$ cat config.mk
export PLATFORM = sky130hd
export DESIGN_NAME = time_of_day_clock_with_two_alarms_core
export DESIGN_NICKNAME = d
export VERILOG_FILES = /design/src/design/todc_pkg.sv /design/src/design/todc_alarm_regs.sv /design/src/design/todc_time.sv /design/src/design/time_of_day_clock_with_two_alarms_core.sv
export SDC_FILE = /design/constraint.sdc
export NUM_CORES = 1
export LEC_CHECK = 0
export ABC_CLOCK_PERIOD_IN_PS = 13500
export CAP_MARGIN = 5
export CORE_UTILIZATION = 60
export DETAILED_ROUTE_END_ITERATION = 16
export DONT_BUFFER_PORTS = 1
export MAX_ROUTING_LAYER = met4
export PLACE_DENSITY = 0.79
export REMOVE_ABC_BUFFERS = 1
export SLEW_MARGIN = 10
export SYNTH_ARGS = -nofsm -noshare
export SYNTH_HDL_FRONTEND = slang
export SYNTH_HIERARCHICAL = 1
export SYNTH_SLANG_ARGS = --single-unit
$ cat constraint.sdc
create_clock -name clk -period 13.5 [get_ports clk]
set_input_delay 0.675 -clock clk [delete_from_list [all_inputs] [get_ports clk]]
set_output_delay 0.675 -clock clk [all_outputs]
set_load 0.1 [all_outputs]
$ cat src/design/todc_pkg.sv
// Shared types and constants for the time-of-day clock with two alarms.
package todc_pkg;

  // Field widths fixed by the interface.
  localparam int unsigned HOUR_W    = 5;
  localparam int unsigned MIN_W     = 6;
  localparam int unsigned SEC_W     = 6;
  localparam int unsigned CODE_W    = 2;
  localparam int unsigned TOTAL_W   = 32;
  localparam int unsigned CFG_IDX_W = 3;
  localparam int unsigned CFG_DAT_W = 6;

  // Largest legal value of each time field.
  localparam logic [HOUR_W-1:0] HOUR_MAX = 5'd23;
  localparam logic [MIN_W-1:0]  MIN_MAX  = 6'd59;
  localparam logic [SEC_W-1:0]  SEC_MAX  = 6'd59;

  // Request command codes.
  localparam logic CMD_TICK = 1'b0;
  localparam logic CMD_SET  = 1'b1;

  // Alarm codes reported with every result.
  localparam logic [CODE_W-1:0] CODE_NONE  = 2'd0;
  localparam logic [CODE_W-1:0] CODE_OPEN  = 2'd1;
  localparam logic [CODE_W-1:0] CODE_CLOSE = 2'd2;

  // Configuration register indexes.
  localparam logic [CFG_IDX_W-1:0] REG_OPEN_HOUR    = 3'd0;
  localparam logic [CFG_IDX_W-1:0] REG_OPEN_MINUTE  = 3'd1;
  localparam logic [CFG_IDX_W-1:0] REG_OPEN_SECOND  = 3'd2;
  localparam logic [CFG_IDX_W-1:0] REG_CLOSE_HOUR   = 3'd3;
  localparam logic [CFG_IDX_W-1:0] REG_CLOSE_MINUTE = 3'd4;
  localparam logic [CFG_IDX_W-1:0] REG_CLOSE_SECOND = 3'd5;

  // Input request payload.
  typedef struct packed {
    logic              cmd;
    logic [HOUR_W-1:0] set_hour;
    logic [MIN_W-1:0]  set_minute;
    logic [SEC_W-1:0]  set_second;
  } in_req_t;

  // Result payload.
  typedef struct packed {
    logic [HOUR_W-1:0]  hour;
    logic [MIN_W-1:0]   minute;
    logic [SEC_W-1:0]   second;
    logic [CODE_W-1:0]  alarm_code;
    logic [TOTAL_W-1:0] elapsed_seconds;
  } out_rsp_t;

  // One alarm time.
  typedef struct packed {
    logic [HOUR_W-1:0] hour;
    logic [MIN_W-1:0]  minute;
    logic [SEC_W-1:0]  second;
  } alarm_time_t;

  // Both alarm settings, passed from the register file to the time unit.
  typedef struct packed {
    alarm_time_t open_alarm;
    alarm_time_t close_alarm;
  } alarm_cfg_t;

endpackage

$ cat src/design/todc_alarm_regs.sv
// Configuration register file holding the open and close alarm times.
module todc_alarm_regs (
  input  logic                              clk,
  input  logic                              rst_n,
  input  logic                              cfg_valid,
  output logic                              cfg_ready,
  input  logic [todc_pkg::CFG_IDX_W-1:0]    cfg_index,
  input  logic [todc_pkg::CFG_DAT_W-1:0]    cfg_data,
  output todc_pkg::alarm_cfg_t              alarm_cfg
);

  todc_pkg::alarm_cfg_t alarm_cfg_r;
  todc_pkg::alarm_cfg_t alarm_cfg_nxt;

  // The register file can always take a write.
  assign cfg_ready = 1'b1;

  // Decode the register index; unknown indexes leave everything unchanged.
  always_comb begin
    alarm_cfg_nxt = alarm_cfg_r;
    if (cfg_valid) begin
      unique case (cfg_index)
        todc_pkg::REG_OPEN_HOUR:
          alarm_cfg_nxt.open_alarm.hour = cfg_data[todc_pkg::HOUR_W-1:0];
        todc_pkg::REG_OPEN_MINUTE:
          alarm_cfg_nxt.open_alarm.minute = cfg_data[todc_pkg::MIN_W-1:0];
        todc_pkg::REG_OPEN_SECOND:
          alarm_cfg_nxt.open_alarm.second = cfg_data[todc_pkg::SEC_W-1:0];
        todc_pkg::REG_CLOSE_HOUR:
          alarm_cfg_nxt.close_alarm.hour = cfg_data[todc_pkg::HOUR_W-1:0];
        todc_pkg::REG_CLOSE_MINUTE:
          alarm_cfg_nxt.close_alarm.minute = cfg_data[todc_pkg::MIN_W-1:0];
        todc_pkg::REG_CLOSE_SECOND:
          alarm_cfg_nxt.close_alarm.second = cfg_data[todc_pkg::SEC_W-1:0];
        default: begin
          alarm_cfg_nxt = alarm_cfg_r;
        end
      endcase
    end
  end

  // Alarm registers clear to midnight at reset.
  always_ff @(posedge clk) begin
    if (!rst_n) begin
      alarm_cfg_r <= '0;
    end else begin
      alarm_cfg_r <= alarm_cfg_nxt;
    end
  end

  assign alarm_cfg = alarm_cfg_r;

endmodule

$ cat src/design/todc_time.sv
// Time-of-day counters, elapsed-second count and alarm compare.
module todc_time (
  input  logic                 clk,
  input  logic                 rst_n,
  input  logic                 commit,
  input  todc_pkg::in_req_t    req,
  input  todc_pkg::alarm_cfg_t alarm_cfg,
  output todc_pkg::out_rsp_t   rsp_nxt
);

  logic [todc_pkg::HOUR_W-1:0]  hour_r,  hour_nxt;
  logic [todc_pkg::MIN_W-1:0]   min_r,   min_nxt;
  logic [todc_pkg::SEC_W-1:0]   sec_r,   sec_nxt;
  logic [todc_pkg::TOTAL_W-1:0] total_r, total_nxt;
  logic                         open_hit;
  logic                         close_hit;

  // Next time: either load the saturated set values or advance one second.
  always_comb begin
    hour_nxt  = hour_r;
    min_nxt   = min_r;
    sec_nxt   = sec_r;
    total_nxt = total_r;
    if (req.cmd == todc_pkg::CMD_SET) begin
      hour_nxt = (req.set_hour > todc_pkg::HOUR_MAX) ? todc_pkg::HOUR_MAX : req.set_hour;
      min_nxt  = (req.set_minute > todc_pkg::MIN_MAX) ? todc_pkg::MIN_MAX : req.set_minute;
      sec_nxt  = (req.set_second > todc_pkg::SEC_MAX) ? todc_pkg::SEC_MAX : req.set_second;
    end else begin
      total_nxt = total_r + 1'b1;
      if (sec_r == todc_pkg::SEC_MAX) begin
        sec_nxt = '0;
        if (min_r == todc_pkg::MIN_MAX) begin
          min_nxt = '0;
          hour_nxt = (hour_r == todc_pkg::HOUR_MAX) ? '0 : hour_r + 1'b1;
        end else begin
          min_nxt = min_r + 1'b1;
        end
      end else begin
        sec_nxt = sec_r + 1'b1;
      end
    end
  end

  // Alarm compare against the new time; the open alarm has priority.
  assign open_hit  = (alarm_cfg.open_alarm.hour == hour_nxt) &&
                     (alarm_cfg.open_alarm.minute == min_nxt) &&
                     (alarm_cfg.open_alarm.second == sec_nxt);
  assign close_hit = (alarm_cfg.close_alarm.hour == hour_nxt) &&
                     (alarm_cfg.close_alarm.minute == min_nxt) &&
                     (alarm_cfg.close_alarm.second == sec_nxt);

  // Assemble the result for the request being committed.
  always_comb begin
    rsp_nxt.hour            = hour_nxt;
    rsp_nxt.minute          = min_nxt;
    rsp_nxt.second          = sec_nxt;
    rsp_nxt.elapsed_seconds = total_nxt;
    if (open_hit) begin
      rsp_nxt.alarm_code = todc_pkg::CODE_OPEN;
    end else if (close_hit) begin
      rsp_nxt.alarm_code = todc_pkg::CODE_CLOSE;
    end else begin
      rsp_nxt.alarm_code = todc_pkg::CODE_NONE;
    end
  end

  // Time state updates only when a request moves into the result register.
  always_ff @(posedge clk) begin
    if (!rst_n) begin
      hour_r  <= '0;
      min_r   <= '0;
      sec_r   <= '0;
      total_r <= '0;
    end else if (commit) begin
      hour_r  <= hour_nxt;
      min_r   <= min_nxt;
      sec_r   <= sec_nxt;
      total_r <= total_nxt;
    end
  end

  // The time of day always stays within a legal day.
  a_time_in_range: assert property (@(posedge clk) disable iff (!rst_n)
    (hour_r <= todc_pkg::HOUR_MAX) && (min_r <= todc_pkg::MIN_MAX) &&
    (sec_r <= todc_pkg::SEC_MAX))
    else $error("time of day out of range");

  // A committed tick adds exactly one to the elapsed count.
  a_tick_counts: assert property (@(posedge clk) disable iff (!rst_n)
    commit && (req.cmd == todc_pkg::CMD_TICK) |=> total_r == $past(total_r) + 1'b1)
    else $error("tick did not advance elapsed count");

  // A committed set command leaves the elapsed count alone.
  a_set_keeps_total: assert property (@(posedge clk) disable iff (!rst_n)
    commit && (req.cmd == todc_pkg::CMD_SET) |=> $stable(total_r))
    else $error("set command changed elapsed count");

  // Without a commit the time state does not move.
  a_idle_holds: assert property (@(posedge clk) disable iff (!rst_n)
    !commit |=> $stable(hour_r) && $stable(min_r) && $stable(sec_r) && $stable(total_r))
    else $error("time state changed without a commit");

endmodule

$ cat src/design/time_of_day_clock_with_two_alarms_core.sv
// Top level of the 24-hour time-of-day clock with open and close alarms.
//
// Usage: each request on the in_ channel is either a one-second tick or a
// set-time command. Every request produces exactly one result on the out_
// channel carrying the time, the elapsed-second count and the alarm code.
// The user must write alarm times through the cfg_ channel only while the
// block is idle; the block does not enforce it. cfg_ready is always high.
// A request is captured in an input register, and the time update and alarm
// compare run combinationally from that register to the result register.
// A request passes through the input register and then the result register
// before out_valid shows its result; while out_stall is low, one request per
// cycle is sustained. The time counters update once per request in that stage.
// When the receiver stalls, the held result stays in the result register
// and the input register still takes one more request; in_stall rises only
// when both registers are full.
// Synchronous reset clears the time, the elapsed count, the alarm times and
// both valid flags.
module time_of_day_clock_with_two_alarms_core (
  input  logic                           clk,
  input  logic                           rst_n,
  input  logic                           in_valid,
  output logic                           in_stall,
  input  todc_pkg::in_req_t              in_data,
  output logic                           out_valid,
  input  logic                           out_stall,
  output todc_pkg::out_rsp_t             out_data,
  input  logic                           cfg_valid,
  output logic                           cfg_ready,
  input  logic [todc_pkg::CFG_IDX_W-1:0] cfg_index,
  input  logic [todc_pkg::CFG_DAT_W-1:0] cfg_data
);

  logic                 req_valid_r;
  todc_pkg::in_req_t    req_r;
  logic                 out_valid_r;
  todc_pkg::out_rsp_t   out_rsp_r;
  todc_pkg::out_rsp_t   rsp_nxt;
  todc_pkg::alarm_cfg_t alarm_cfg;
  logic                 req_adv;
  logic                 in_take;

  // Alarm configuration registers.
  todc_alarm_regs u_regs (
    .clk       (clk),
    .rst_n     (rst_n),
    .cfg_valid (cfg_valid),
    .cfg_ready (cfg_ready),
    .cfg_index (cfg_index),
    .cfg_data  (cfg_data),
    .alarm_cfg (alarm_cfg)
  );

  // Time keeping and alarm compare.
  todc_time u_time (
    .clk       (clk),
    .rst_n     (rst_n),
    .commit    (req_adv),
    .req       (req_r),
    .alarm_cfg (alarm_cfg),
    .rsp_nxt   (rsp_nxt)
  );

  // The held request moves on whenever the result register is free or drains.
  assign req_adv  = req_valid_r && (!out_valid_r || !out_stall);
  assign in_stall = req_valid_r && !req_adv;
  assign in_take  = in_valid && !in_stall;

  // Input register.
  always_ff @(posedge clk) begin
    if (!rst_n) begin
      req_valid_r <= 1'b0;
    end else if (in_take) begin
      req_valid_r <= 1'b1;
    end else if (req_adv) begin
      req_valid_r <= 1'b0;
    end
  end

  always_ff @(posedge clk) begin
    if (in_take) begin
      req_r <= in_data;
    end
  end

  // Result register.
  always_ff @(posedge clk) begin
    if (!rst_n) begin
      out_valid_r <= 1'b0;
    end else if (req_adv) begin
      out_valid_r <= 1'b1;
    end else if (!out_stall) begin
      out_valid_r <= 1'b0;
    end
  end

  always_ff @(posedge clk) begin
    if (req_adv) begin
      out_rsp_r <= rsp_nxt;
    end
  end

  assign out_valid = out_valid_r;
  assign out_data  = out_rsp_r;

  // A valid result never carries the unused alarm code.
  a_code_legal: assert property (@(posedge clk) disable iff (!rst_n)
    out_valid_r |-> (out_rsp_r.alarm_code == todc_pkg::CODE_NONE) ||
                    (out_rsp_r.alarm_code == todc_pkg::CODE_OPEN) ||
                    (out_rsp_r.alarm_code == todc_pkg::CODE_CLOSE))
    else $error("illegal alarm code on result");

  // A request only waits in the input register while a result is stalled.
  a_stall_cause: assert property (@(posedge clk) disable iff (!rst_n)
    in_stall |-> req_valid_r && out_valid_r && out_stall)
    else $error("input stalled without a blocked result");

  // A request that advances shows up as a valid result next cycle.
  a_adv_delivers: assert property (@(posedge clk) disable iff (!rst_n)
    req_adv |=> out_valid_r)
    else $error("advanced request produced no result");

endmodule
; ---- After elaboration in Yosys (flattened, before gate mapping)
; Index checks and enable logic that the tools add are counted.
[classes]
n_addsub = 4
n_lt_le_gt_ge = 3
eq_ne = 15
mux = 18
n_reduce_logical = 20
[op_table]
columns = op, n
row1 = $mux W6, 7
row2 = $add A32 B1 Y32 const B, 1
row3 = $mux W32, 1
row4 = $mux W5, 5
row5 = $eq A6 B6 Y1, 4
row6 = $add A6 B1 Y6 const B, 2
row7 = $eq A6 B6 Y1 const B, 2
row8 = $gt A6 B6 Y1 const B, 2
row9 = $reduce_and A2 Y1, 6
row10 = $eq A5 B5 Y1, 2
row11 = $logic_and A1 B1 Y1, 7
row12 = $eq A3 B2 Y1 const B, 2
row13 = $eq A3 B3 Y1 const B, 2
row14 = $add A5 B1 Y5 const B, 1
row15 = $eq A5 B5 Y1 const B, 1
row16 = $gt A5 B5 Y1 const B, 1
row17 = $logic_not A1 Y1, 4
row18 = $mux W1, 4
row19 = $eq A3 B1 Y1 const B, 1
row20 = $logic_not A3 Y1, 1
row21 = $mux W2, 1
row22 = $ne A2 B1 Y1 const B, 1
row23 = $reduce_bool A2 Y1, 1
row24 = $logic_or A1 B1 Y1, 1
[totals]
ff_bits = 154
inputBits = 32
elab_cells = 81

; ---- Depth between registers and ports, before layout
[depth]
ltp_word = 9
depth_mapped = 11
mapped_depth_nobuf = 8

; ---- Hierarchy
; The synthesis kept the hierarchy.
[by_module_without_submodules]
columns = module, instances, cells_per_inst, area_per_inst_um2, seq_area_each_um2
row1 = todc_time, 1, 564, 4380.5, 980.9
row2 = time_of_day_clock_with_two_alarms_core, 1, 77, 2155.8, 2112.0
row3 = todc_alarm_regs, 1, 124, 1275.0, 680.7

; ---- Least setup slack after synthesis
; OpenSTA, ideal clock, no wires.
[synth_path]
path_kind = register to register
start = register out_valid_r (netlist: out_valid)
end = register u_time/total_r[16] (netlist name)
t_arrival_ns = 6.437
required_ns = 13.385
slack_ns = 6.948
path_stages_with_launch = 7
n_path_buf = 0
cell_sequence = dfxtp_1 -> a21boi_0 -> inv_1 -> nor4_1 -> nand3_1 -> xnor2_1 -> and2_1
[synth_via]
elab_chain_len = 3
[synth_rtl]
columns = item, line_no
row1 = start: declaration, time_of_day_clock_with_two_alarms_core.sv:35  ; logic out_valid_r;
row2 = start signal: assignment, time_of_day_clock_with_two_alarms_core.sv:88  ; out_valid_r <= 1'b0;
row3 = start signal: assignment, time_of_day_clock_with_two_alarms_core.sv:90  ; out_valid_r <= 1'b1;
row4 = start signal: assignment, time_of_day_clock_with_two_alarms_core.sv:92  ; out_valid_r <= 1'b0;
row5 = $logic_not A1 Y1, time_of_day_clock_with_two_alarms_core.sv:64  ; assign req_adv = req_valid_r && (!out_valid_r || !out_stall);
row6 = $logic_or A1 B1 Y1, time_of_day_clock_with_two_alarms_core.sv:64
row7 = $logic_and A1 B1 Y1, time_of_day_clock_with_two_alarms_core.sv:64
row8 = net req_adv, time_of_day_clock_with_two_alarms_core.sv:39  ; logic req_adv;
row9 = end signal: assignment, todc_time.sv:78  ; total_r <= total_nxt;
row10 = end: declaration, todc_time.sv:14  ; logic [todc_pkg::TOTAL_W-1:0] total_r, total_nxt;
; The timed path passes the listed nets, and every way through them passes these cells.
; A chain may end at the register's enable or synchronous reset.

; ---- Worst setup path after layout
[layout_path]
start = register u_time/sec_r[0] (netlist name)
end = register out_rsp_r (netlist bit out_data[33]), data pin
[layout_via]
elab_chain_len = 7
elab_cells_between_ends = 19
[layout_rtl]
columns = item, line_no
row1 = start: declaration, todc_time.sv:13  ; logic [todc_pkg::SEC_W-1:0] sec_r, sec_nxt;
row2 = start signal: assignment, todc_time.sv:77  ; sec_r <= sec_nxt;
row3 = "parallel branches: the longest is 7 deep, another holds $add A6 B1 Y6", -
row4 = end signal: assignment, time_of_day_clock_with_two_alarms_core.sv:98  ; out_rsp_r <= rsp_nxt;
row5 = end: declaration, time_of_day_clock_with_two_alarms_core.sv:36  ; todc_pkg::out_rsp_t out_rsp_r;
; Parallel ways; which one is timed is not known.

==> flow_metrics.tcl <==
set metrics [dict create \
    min_path_cells 0 \
    fp.dieArea_um2 13500 \
    cp.required_ns 13.72 \
    synthCells 765 \
    diodes 0 \
    routabilityCongestion 0.915 \
    min_period_ns 3.39 \
    arrival_ns 3.61 \
    cp-end-kind "flop" \
    fin_nets 775 \
    drtIter0Drc 669 \
    synth_top_cell_area_share_pct 26.5 \
    cts_buffers 17 \
    hpwl_um 12500 \
    crit_path_start_kind "flop" \
    critPathKind "reg2reg" \
    ant_nets 0 \
    io-pin-count 86 \
    first_global_vias 5337 \
    r2r-start "u_time/sec_r[0]$_SDFFE_PN0P_" \
    rows 41 \
    grt_setup_unrepaired "no" \
    stdcell_area_um2 8380 \
    drive_gt1_share_pct 6.38 \
    status "finished clean" \
    min_period_over_period_pct 25.1 \
    die_y_um 116 \
    wl_um 17500 \
    ys_types 72 \
    fin_tns_setup_ns 0 \
    critPathMaxFanout 8 \
    synth_largest_area_cell "edfxtp_1" \
    clk_latency_ns 0.42 \
    worstMarginPinSlew_ns 1.07 \
    cts.sinks 154 \
    core_area_um2 12700 \
    synth-edff-count 69 \
    grt_pass1_wl_um 27800 \
    powerDensity_nw_per_um2 126 \
    finalPower_w 0.00106 \
    synth_area_leaders "edfxtp_1 27%, dfxtp_1 22%, xnor2_1 7.2%" \
    finalHoldViolCount 0 \
    cts.htree.levels 4 \
    dr_total_vias 5636 \
    crit-reg2reg-capture "out_data[33]$_DFFE_PP_" \
    placed_area_um2 7860 \
    cellLeakagePower_nw 3.10 \
    clockRootBuffer "clkbuf_16" \
    initial_core_util_pct 61.6 \
    r2r_cells 8 \
    grt.total_usage_pct 28.4 \
    min_to "req_r[4]$_DFFE_PP_" \
    syn_to_final_growth_pct 7.27 \
    synth_common_cells "91 x nand2_1, 85 x dfxtp_1, 69 x edfxtp_1" \
    viasPerCell 6.10 \
    drc 0 \
    clk_path_buf_depth 2 \
    met1Wirelength_um 7660 \
    grt_max_degree 92 \
    maxCapViolCount 0 \
    hp-start "in_data[4]" \
    ir_drop_mv 0.106 \
    yosysWarnings 6 \
    slew_violations 0 \
    avgSynthCellArea_um2 10.2 \
    synth-seq-area-share_pct 48.3 \
    hp-class "in2reg" \
    relSlewSlack_pct 28.3 \
    first_pass_iters 5 \
    detail_route.wl_per_cell_um 18.9 \
    synth_most_common_cell "nand2_1" \
    cts_tree "built" \
    async_reset_ff_share_pct 0 \
    syn_area_um2 7810 \
    cts_setup_buffers 0 \
    top_layer "met4" \
    dieWidth_um 116 \
    holdWs_ns 0.343 \
    cts_resized 0 \
    ys.flop_type "dfxtp_1" \
    r2r_slack_ns 10.11 \
    cts.clk_slew.worst_paths_ns 0.06 \
    synth_seq_cells 154 \
    final_util_pct 66.1 \
    grt_overflow 0 \
    holdBufCountCts 0 \
    portBuffers 0 \
    antenna_found_initial 0 \
    wl_met3_um 892 \
    skew_ns 0.00846 \
    setup_viol 0 \
    met2_length_um 8530 \
    fmax_mhz 295 \
]
## per-stage QoR
| step | instances | worst slack, ns |
|---|---|---|
| after floorplan | 717 | 4.05 |
| after global placement | 892 | 10.24 |
| after detailed placement | 892 | 10.19 |
| after CTS | 924 | 10.14 |
| after global routing | 924 | 9.94 |
| final | 924 | 10.11 |
## worst max-delay path, stage by stage, from the launching register on
cell and delay (ns):
dfxtp_1 0.37, ha_1 0.33, nand2b_1 0.19, or4_4 0.65
mux2i_4 0.21, o32ai_1 0.10, or4_1 0.55, or4_1 0.57
a2111oi_2 0.22
## kinds of logic (layout without fill, tap and decap cells)
logic type	count (synthesis)	after routing	share of synthesized area [%]
flip-flops	154	154	48.3
other	1	1	0.0480
AND/OR/NAND/NOR	300	300	21.2
AO/OA/AOI/OAI	97	97	8.70
buffers and inverters	59	46	3.11
XOR/XNOR	93	93	10.4
multiplexers	57	57	7.54
adder cells (fa/ha/maj)	4	4	0.641
## sequential cells by signal, summed over array words and instances, names as in the netlist
name              flops
u_time/sec_r          6
req_valid_r           1
out_valid             1
u_time/total_r       32
u_regs/alarm_cfg     34
req_r                18
u_time/min_r          6
u_time/hour_r         5
out_data             51
## final cells by class
cell class | instances | area, µm²
fillers | 1003 | 4290
multi-input cells | 552 | 3810
flip-flops and latches | 154 | 3770
clock buffers | 23 | 468
well taps | 172 | 215
clock inverters | 9 | 50.0
inverters | 11 | 41.3
repair buffers | 3 | 22.5
## how the worst max path moves through the flow
stage	start	to	slack, ns
after floorplan	out_valid$_SDFFE_PN0P_	u_time/total_r[16]$_SDFFE_PN0P_	4.05
after global placement	u_time/sec_r[0]$_SDFFE_PN0P_	out_data[33]$_DFFE_PP_	10.24
after detailed placement	u_time/sec_r[0]$_SDFFE_PN0P_	out_data[33]$_DFFE_PP_	10.19
after CTS	u_time/sec_r[0]$_SDFFE_PN0P_	out_data[33]$_DFFE_PP_	10.14
after global routing	u_time/sec_r[0]$_SDFFE_PN0P_	out_data[33]$_DFFE_PP_	9.94
final	u_time/sec_r[0]$_SDFFE_PN0P_	out_data[33]$_DFFE_PP_	10.11
## cells in the final DEF, fill, tap and decap left out, types with 6 or more instances in the layout
cell type	count
a21oi_1	17
a22oi_1	6
a31oi_1	8
and2_1	36
and3_1	11
clkbuf_16	17
clkinv_2	7
dfxtp_1	85
edfxtp_1	69
inv_1	11
mux2i_1	51
nand2_1	91
nand2b_1	11
nand3_1	23
nand4_1	19
nand4b_1	6
nor2_1	22
nor2b_1	25
nor3_1	11
nor4_1	9
o21ai_0	18
o31ai_1	8
xnor2_1	64
xor2_1	29
## layer usage
layer | GRT usage, % | up-vias
met5 | - | -
met1 | 35.0 | 2700
met4 | 11.0 | 0
met2 | 45.6 | 220
li1 | - | 2689
met3 | 6.18 | 27
## where the power goes
group / switching, W / total [W] / internal, W
combinational: 0.0000401 / 0.0000660 / 0.0000259
clock: 0.000173 / 0.000415 / 0.000242
sequential: 0.0000725 / 0.000579 / 0.000506
(Power assumes the default switching activity.)
